### src/rtl/sha_pkg.sv
`default_nettype none
package sha_pkg;

    typedef enum logic [2:0] {
        ST_IDLE,
        ST_LOAD,
        ST_ROUND,
        ST_FOLD,
        ST_PAD,
        ST_OUT
    } sha_state_t;

    localparam logic [7:0] PAD_BYTE = 8'h80;

    localparam logic [255:0] INIT_H = {
        32'h6A09E667, 32'hBB67AE85, 32'h3C6EF372, 32'hA54FF53A,
        32'h510E527F, 32'h9B05688C, 32'h1F83D9AB, 32'h5BE0CD19
    };

    function automatic logic [31:0] round_k(input logic [5:0] idx);
        logic [31:0] k;
        unique case (idx)
            6'd0: k = 32'h428A2F98;  6'd1: k = 32'h71374491;
            6'd2: k = 32'hB5C0FBCF;  6'd3: k = 32'hE9B5DBA5;
            6'd4: k = 32'h3956C25B;  6'd5: k = 32'h59F111F1;
            6'd6: k = 32'h923F82A4;  6'd7: k = 32'hAB1C5ED5;
            6'd8: k = 32'hD807AA98;  6'd9: k = 32'h12835B01;
            6'd10: k = 32'h243185BE; 6'd11: k = 32'h550C7DC3;
            6'd12: k = 32'h72BE5D74; 6'd13: k = 32'h80DEB1FE;
            6'd14: k = 32'h9BDC06A7; 6'd15: k = 32'hC19BF174;
            6'd16: k = 32'hE49B69C1; 6'd17: k = 32'hEFBE4786;
            6'd18: k = 32'h0FC19DC6; 6'd19: k = 32'h240CA1CC;
            6'd20: k = 32'h2DE92C6F; 6'd21: k = 32'h4A7484AA;
            6'd22: k = 32'h5CB0A9DC; 6'd23: k = 32'h76F988DA;
            6'd24: k = 32'h983E5152; 6'd25: k = 32'hA831C66D;
            6'd26: k = 32'hB00327C8; 6'd27: k = 32'hBF597FC7;
            6'd28: k = 32'hC6E00BF3; 6'd29: k = 32'hD5A79147;
            6'd30: k = 32'h06CA6351; 6'd31: k = 32'h14292967;
            6'd32: k = 32'h27B70A85; 6'd33: k = 32'h2E1B2138;
            6'd34: k = 32'h4D2C6DFC; 6'd35: k = 32'h53380D13;
            6'd36: k = 32'h650A7354; 6'd37: k = 32'h766A0ABB;
            6'd38: k = 32'h81C2C92E; 6'd39: k = 32'h92722C85;
            6'd40: k = 32'hA2BFE8A1; 6'd41: k = 32'hA81A664B;
            6'd42: k = 32'hC24B8B70; 6'd43: k = 32'hC76C51A3;
            6'd44: k = 32'hD192E819; 6'd45: k = 32'hD6990624;
            6'd46: k = 32'hF40E3585; 6'd47: k = 32'h106AA070;
            6'd48: k = 32'h19A4C116; 6'd49: k = 32'h1E376C08;
            6'd50: k = 32'h2748774C; 6'd51: k = 32'h34B0BCB5;
            6'd52: k = 32'h391C0CB3; 6'd53: k = 32'h4ED8AA4A;
            6'd54: k = 32'h5B9CCA4F; 6'd55: k = 32'h682E6FF3;
            6'd56: k = 32'h748F82EE; 6'd57: k = 32'h78A5636F;
            6'd58: k = 32'h84C87814; 6'd59: k = 32'h8CC70208;
            6'd60: k = 32'h90BEFFFA; 6'd61: k = 32'hA4506CEB;
            6'd62: k = 32'hBEF9A3F7; 6'd63: k = 32'hC67178F2;
            default: k = 32'h0;
        endcase
        return k;
    endfunction

endpackage
`default_nettype wire

### src/rtl/sha256_hasher_unit.sv
`default_nettype none
// channel   signals                                       direction
// in        in_valid, in_stall, message_byte, has_byte,   into block
//           ends_message
// out       out_valid, out_stall, digest_word,            out of block
//           word_number, final_word
// a plain byte leaves the sequencer idle, ready for the next byte; a byte that
// fills a block holds the input through the load (16 word reads, each read
// registered), 64 rounds of the one round unit and a fold. an end transaction adds
// padding (one write per remaining byte) and one or two compressions, then
// eight digest words. in_stall is high whenever the sequencer is not idle.
// reset sets the initial hash values and a zero byte count at once.
// out_stall holds the current digest word in place.
module sha256_hasher_unit (
    input  wire logic        clk,
    input  wire logic        rst_n,
    input  wire logic        in_valid,
    output logic             in_stall,
    input  wire logic [7:0]  message_byte,
    input  wire logic        has_byte,
    input  wire logic        ends_message,
    output logic             out_valid,
    input  wire logic        out_stall,
    output logic [31:0]      digest_word,
    output logic [2:0]       word_number,
    output logic             final_word
);
    import sha_pkg::*;

    sha_state_t state_reg, state_next;

    logic [31:0]  block_mem [16];
    logic [31:0]  rd_word_reg;
    logic [31:0]  w_reg [16];
    logic [31:0]  h_reg [8];
    logic [31:0]  a_reg, b_reg, c_reg, d_reg, e_reg, f_reg, g_reg, hh_reg;
    logic [60:0]  bytes_reg;
    logic [6:0]   cnt_reg;
    logic         ending_reg;
    logic         second_reg;
    logic         fresh_reg;
    logic [5:0]   pad_reg;
    logic [2:0]   word_reg;

    logic         mem_we;
    logic [5:0]   mem_waddr;
    logic [7:0]   mem_wdata;
    logic [3:0]   rd_idx;
    logic         accept;
    logic         out_take;

    assign accept   = in_valid && !in_stall;
    assign out_take = out_valid && !out_stall;
    assign in_stall = (state_reg != ST_IDLE);

    // byte memory kept as 16 words: one byte-lane write, one word read per cycle
    always_ff @(posedge clk)
    begin
        if (mem_we)
        begin
            block_mem[mem_waddr[5:2]][{~mem_waddr[1:0], 3'b000} +: 8] <= mem_wdata;
        end
        rd_word_reg <= block_mem[rd_idx];
    end

    // load: cnt 0..16, read issued for word cnt, data lands in rd_word_reg in the next cycle
    assign rd_idx = cnt_reg[3:0];

    logic [5:0]   fill;
    logic [63:0]  bit_len;
    assign fill    = bytes_reg[5:0];
    assign bit_len = {bytes_reg, 3'b000};

    // pad byte for position pad_reg
    logic [7:0] pad_byte;
    always_comb
    begin
        if (pad_reg == fill && !second_reg)
        begin
            pad_byte = PAD_BYTE;
        end
        else if (pad_reg >= 6'd56 && !(fill >= 6'd56 && !second_reg))
        begin
            pad_byte = bit_len[8*(6'd63 - pad_reg) +: 8];
        end
        else
        begin
            pad_byte = 8'h00;
        end
    end

    // round unit
    logic [5:0]  rnd;
    logic [31:0] w_cur, w_new, s0w, s1w, s1, s0, ch, maj, t1, t2;
    assign rnd = cnt_reg[5:0];
    assign s0w = {w_reg[1][6:0], w_reg[1][31:7]} ^ {w_reg[1][17:0], w_reg[1][31:18]}
                 ^ (w_reg[1] >> 3);
    assign s1w = {w_reg[14][16:0], w_reg[14][31:17]} ^ {w_reg[14][18:0], w_reg[14][31:19]}
                 ^ (w_reg[14] >> 10);
    assign w_new = w_reg[0] + s0w + w_reg[9] + s1w;
    assign w_cur = w_reg[0];
    assign s1 = {e_reg[5:0], e_reg[31:6]} ^ {e_reg[10:0], e_reg[31:11]}
                ^ {e_reg[24:0], e_reg[31:25]};
    assign ch = (e_reg & f_reg) ^ (~e_reg & g_reg);
    assign t1 = hh_reg + s1 + ch + round_k(rnd) + w_cur;
    assign s0 = {a_reg[1:0], a_reg[31:2]} ^ {a_reg[12:0], a_reg[31:13]}
                ^ {a_reg[21:0], a_reg[31:22]};
    assign maj = (a_reg & b_reg) ^ (a_reg & c_reg) ^ (b_reg & c_reg);
    assign t2 = s0 + maj;

    always_comb
    begin
        state_next = state_reg;
        mem_we     = 1'b0;
        mem_waddr  = pad_reg;
        mem_wdata  = pad_byte;
        unique case (state_reg)
            ST_IDLE:
            begin
                if (accept && has_byte)
                begin
                    mem_we    = 1'b1;
                    mem_waddr = fill;
                    mem_wdata = message_byte;
                    if (fill == 6'd63)
                    begin
                        state_next = ST_LOAD;
                    end
                    else if (ends_message)
                    begin
                        state_next = ST_PAD;
                    end
                end
                else if (accept && ends_message)
                begin
                    state_next = ST_PAD;
                end
            end
            ST_LOAD:
            begin
                if (cnt_reg == 7'd16)
                begin
                    state_next = ST_ROUND;
                end
            end
            ST_ROUND:
            begin
                if (cnt_reg == 7'd63)
                begin
                    state_next = ST_FOLD;
                end
            end
            ST_FOLD:
            begin
                if (!ending_reg)
                begin
                    state_next = ST_IDLE;
                end
                else if (fresh_reg || (fill >= 6'd56 && !second_reg))
                begin
                    state_next = ST_PAD;
                end
                else
                begin
                    state_next = ST_OUT;
                end
            end
            ST_PAD:
            begin
                mem_we = 1'b1;
                if (pad_reg == 6'd63)
                begin
                    state_next = ST_LOAD;
                end
            end
            ST_OUT:
            begin
                if (out_take && word_reg == 3'd7)
                begin
                    state_next = ST_IDLE;
                end
            end
            default: state_next = ST_IDLE;
        endcase
    end

    always_ff @(posedge clk or negedge rst_n)
    begin
        if (!rst_n)
        begin
            state_reg <= ST_IDLE;
        end
        else
        begin
            state_reg <= state_next;
        end
    end

    always_ff @(posedge clk or negedge rst_n)
    begin
        if (!rst_n)
        begin
            bytes_reg  <= '0;
            cnt_reg    <= '0;
            ending_reg <= 1'b0;
            second_reg <= 1'b0;
            fresh_reg  <= 1'b0;
            pad_reg    <= '0;
            word_reg   <= '0;
            for (int i = 0; i < 8; i++)
            begin
                h_reg[i] <= INIT_H[32*(7-i) +: 32];
            end
        end
        else
        begin
            unique case (state_reg)
                ST_IDLE:
                begin
                    cnt_reg    <= '0;
                    second_reg <= 1'b0;
                    word_reg   <= '0;
                    if (accept)
                    begin
                        ending_reg <= ends_message;
                        // a full block plus end mark pads a fresh block
                        fresh_reg  <= has_byte && fill == 6'd63 && ends_message;
                        if (has_byte)
                        begin
                            bytes_reg <= bytes_reg + 61'd1;
                            pad_reg   <= fill + 6'd1;
                        end
                        else
                        begin
                            pad_reg <= fill;
                        end
                    end
                end
                ST_LOAD:
                begin
                    cnt_reg <= (cnt_reg == 7'd16) ? 7'd0 : cnt_reg + 7'd1;
                end
                ST_ROUND:
                begin
                    cnt_reg <= cnt_reg + 7'd1;
                end
                ST_FOLD:
                begin
                    cnt_reg <= '0;
                    for (int i = 0; i < 8; i++)
                    begin
                        h_reg[i] <= h_reg[i] + (i == 0 ? a_reg : i == 1 ? b_reg :
                            i == 2 ? c_reg : i == 3 ? d_reg : i == 4 ? e_reg :
                            i == 5 ? f_reg : i == 6 ? g_reg : hh_reg);
                    end
                    if (fresh_reg)
                    begin
                        fresh_reg <= 1'b0;
                        pad_reg   <= '0;
                    end
                    if (ending_reg && fill >= 6'd56 && !second_reg)
                    begin
                        second_reg <= 1'b1;
                        pad_reg    <= '0;
                    end
                end
                ST_PAD:
                begin
                    pad_reg <= pad_reg + 6'd1;
                end
                ST_OUT:
                begin
                    if (out_take)
                    begin
                        word_reg <= word_reg + 3'd1;
                        if (word_reg == 3'd7)
                        begin
                            bytes_reg  <= '0;
                            ending_reg <= 1'b0;
                            for (int i = 0; i < 8; i++)
                            begin
                                h_reg[i] <= INIT_H[32*(7-i) +: 32];
                            end
                        end
                    end
                end
                default: cnt_reg <= '0;
            endcase
        end
    end

    // schedule window shifts by one each load step and each round; working variables
    always_ff @(posedge clk)
    begin
        if (state_reg == ST_LOAD && cnt_reg != 7'd0)
        begin
            for (int i = 0; i < 15; i++)
            begin
                w_reg[i] <= w_reg[i+1];
            end
            w_reg[15] <= rd_word_reg;
            a_reg  <= h_reg[0];
            b_reg  <= h_reg[1];
            c_reg  <= h_reg[2];
            d_reg  <= h_reg[3];
            e_reg  <= h_reg[4];
            f_reg  <= h_reg[5];
            g_reg  <= h_reg[6];
            hh_reg <= h_reg[7];
        end
        else if (state_reg == ST_ROUND)
        begin
            for (int i = 0; i < 15; i++)
            begin
                w_reg[i] <= w_reg[i+1];
            end
            w_reg[15] <= w_new;
            hh_reg <= g_reg;
            g_reg  <= f_reg;
            f_reg  <= e_reg;
            e_reg  <= d_reg + t1;
            d_reg  <= c_reg;
            c_reg  <= b_reg;
            b_reg  <= a_reg;
            a_reg  <= t1 + t2;
        end
    end

    assign out_valid   = (state_reg == ST_OUT);
    assign digest_word = h_reg[word_reg];
    assign word_number = word_reg;
    assign final_word  = (word_reg == 3'd7);

    a_out_only_in_out: assert property (@(posedge clk) disable iff (!rst_n)
        out_valid |-> state_reg == ST_OUT)
        else $error("digest word outside output phase");
    a_no_accept_busy: assert property (@(posedge clk) disable iff (!rst_n)
        (state_reg == ST_ROUND) |-> in_stall)
        else $error("input taken during rounds");
    a_round_follows_load: assert property (@(posedge clk) disable iff (!rst_n)
        (state_reg == ST_LOAD && cnt_reg == 7'd16) |=> state_reg == ST_ROUND)
        else $error("rounds did not start after load");
    a_word_hold: assert property (@(posedge clk) disable iff (!rst_n)
        (out_valid && out_stall) |=> $stable(word_number))
        else $error("word index moved while stalled");

endmodule
`default_nettype wire

### config.mk
export PLATFORM = sky130hd
export DESIGN_NAME = sha256_hasher_unit
export DESIGN_NICKNAME = d
export VERILOG_FILES = /design/src/rtl/sha_pkg.sv /design/src/rtl/sha256_hasher_unit.sv
export SDC_FILE = /design/constraint.sdc
export NUM_CORES = 2
export LEC_CHECK = 0
export BUFFER_PORTS_ARGS = -buffer_cell sky130_fd_sc_hd__buf_2
export CAP_MARGIN = 20
export CELL_PAD_IN_SITES_DETAIL_PLACEMENT = 0
export CELL_PAD_IN_SITES_GLOBAL_PLACEMENT = 1
export CORE_MARGIN = 3
export CORE_UTILIZATION = 53
export DETAILED_ROUTE_END_ITERATION = 10
export HOLD_SLACK_MARGIN = 0.15
export PLACE_DENSITY = 0.79
export REMOVE_ABC_BUFFERS = 1
export SLEW_MARGIN = 15
export SYNTH_ARGS = -nofsm -noshare
export SYNTH_HDL_FRONTEND = slang
export SYNTH_SLANG_ARGS = --single-unit
### constraint.sdc
create_clock -name clk -period 71.9 [get_ports clk]
set_input_delay 3.595 -clock clk [delete_from_list [all_inputs] [get_ports clk]]
set_output_delay 3.595 -clock clk [all_outputs]
set_load 0.03 [all_outputs]
==> impl_metrics.ini <==
[run_status]
status = completed

[cts]
clkTransAtPathRegs_ns = 0.07
cts_made_buffers = 176
clkSinkCount = 1651
cts_max_path_buffers = 3
cts-resized-gates = 0
clk_latency_ns = 0.83
htreeDepth = 4
tritoncts = yes
cts-hold-fix-buffers = 0
cts_setup_buffers = 0
cts-root-buf = clkbuf_16

[placed_design]
place_ws_ns = 61.73
hpwl_um = 194000
port-buffer-count = 51
dpl.cell_count = 9487
place_congestion = 0.995

[yosys]
ys_ff_latch = 1651
netlist_area_um2 = 89800
ys_types = 97
yosys-top-cells-area = edfxtp_1, mux4_2, dfrtp_1
netlist.area_leader.share_pct = 42.8
synth_common_cells = edfxtp_1, nand2_1, a21oi_1
synth-edff-count = 1280
yosysTopAreaCell = edfxtp_1
syn-instance-count = 7506
synth.avg_cell_area_um2 = 12.0
yosysWarnings = 0
synth-async-reset-ratio_pct = 20.5
yosysMostFrequentCell = edfxtp_1
ys.flop_type = edfxtp_1
ys_seq_area_share_pct = 53.1

[critical_path]
crit_fanout = 49
path_buf_inv = 6
critPathSlowestCell = dfrtp_4
arrival_ns = 10.77
endpoint_kind = register
reg2reg_from = cnt_reg[0]
rrSetupSlack_ns = 61.68
crit_path_start_kind = register
cp_data_required_time_ns = 72.45
path_delay_family = compound AO/OA/AOI/OAI gates
r2r_end = a_reg[31]
crit_top_cell = inv_1
slowest_delay_ns = 1.00
reg2regPathDepth = 37
critical_path_class = register to register

[route]
drt_first_pass_iters = 7
ant_nets = 0
wl_per_cell_um = 27.5
avgViaCountPerCell = 6.23
finalWirelength_um = 270000
drc_errors = 0
drt_iter0_drc = 7307
dr_total_vias = 61200

[finish]
drive_above_1_share_pct = 11.4
final_cells = 9822
nNetsFinal = 8076
final_core_util_pct = 58.4
syn2layout_area_growth_pct = 9.04

[sta]
max_slew_margin_pct = 5.46
skew_ns = 0.0563
slew_violations = 0
clock.fmax_mhz = 97.9
setup_viol = 0
worst_pin_slew_ns = 1.42
rsz0062_at_grt = false
fin_tns_setup_ns = 0
hold_violations = 0
timing.final.crit_period_ns = 10.22
fin_crit_sh_pct = 14.2
finalWorstSetupSlack_ns = 61.68

[die]
rows = 150
die_x_um = 418
fp.dieH_um = 418
core_area_um2 = 168000
die_area_um2 = 174000
io_pins = 52
start_util_pct = 53.5

[global_routing]
grt_use_total_pct = 30.8
grt_overflow = 0
grt_pass1_wl_um = 397000
grt_max_degree = 195
antenna_found_initial = 18
grt_pass1_vias = 58400

[min_path]
hold_depth = 0
hold_end = w_reg[0][182]
hp-class = register to register
hold_start = w_reg[0][214]

[flow_run]
max-cap-violations = 0
-- through the flow --
step	area, um2	hold WS [ns]
final	97900	0.406
after global routing	97900	0.408
after CTS	97900	0.405
after detailed placement	92200	0.405
after global placement	92200	0.400
after floorplan	88500	0.400
-- how the worst max path moves through the flow --
stage | startpoint | end | slack [ns] | cells past startpoint
after floorplan | cnt_reg[0] | a_reg[0] | -20.93 | 6
after global placement | cnt_reg[0] | a_reg[31] | 61.78 | 37
after detailed placement | cnt_reg[0] | a_reg[31] | 61.73 | 37
after CTS | cnt_reg[0] | a_reg[31] | 61.71 | 37
after global routing | cnt_reg[0] | a_reg[31] | 60.94 | 37
final | cnt_reg[0] | a_reg[31] | 61.68 | 37
-- placed cells by master (no fill, tap or decap), types with 48 or more instances in the layout --
master / synthesis / routed
ha_1: 401 / 401
clkbuf_16: 0 / 178
dfstp_2: 136 / 136
o21ai_1: 110 / 110
o21ai_0: 330 / 329
mux4_2: 242 / 242
a21o_1: 137 / 137
nor2b_1: 65 / 65
a211oi_1: 49 / 48
buf_4: 2 / 65
nand2_1: 991 / 990
o21a_1: 64 / 64
xnor2_1: 393 / 393
nor3_1: 72 / 72
fa_1: 195 / 195
nand3_1: 80 / 80
a31oi_1: 53 / 53
a21oi_1: 546 / 546
xor2_1: 219 / 219
nand2b_1: 58 / 58
edfxtp_1: 1280 / 1280
mux2_2: 56 / 56
nor2_1: 516 / 515
inv_1: 309 / 309
dfrtp_1: 203 / 197
buf_2: 5 / 50
-- cell type report --
type,count,area [um2]
fillers,13500,69800
flip-flops and latches,1651,47800
multi-input cells,5201,39700
clock buffers,230,4790
well taps,2204,2760
inverters,315,1180
clock inverters,95,926
repair buffers,121,843
diodes,5,12.5
-- routing by layer --
layer  GRT usage [%]  wire [um]  vias up
li1                -          -    27300
met1            47.1     121000    30900
met2            44.8     116000     2613
met3            6.18      23500      397
met4            9.06       8590        6
met5               0         33        -
-- cell families after synthesis --
kind of cell	synth area share (%)
flip-flops	53.1
adder cells (fa/ha/maj)	10.2
AO/OA/AOI/OAI	11.1
XOR/XNOR	5.99
AND/OR/NAND/NOR	9.80
buffers and inverters	2.75
multiplexers	7.02
Power is not shown: default switching activity piles up to over one toggle a cycle in this logic, so the estimate is an artifact.
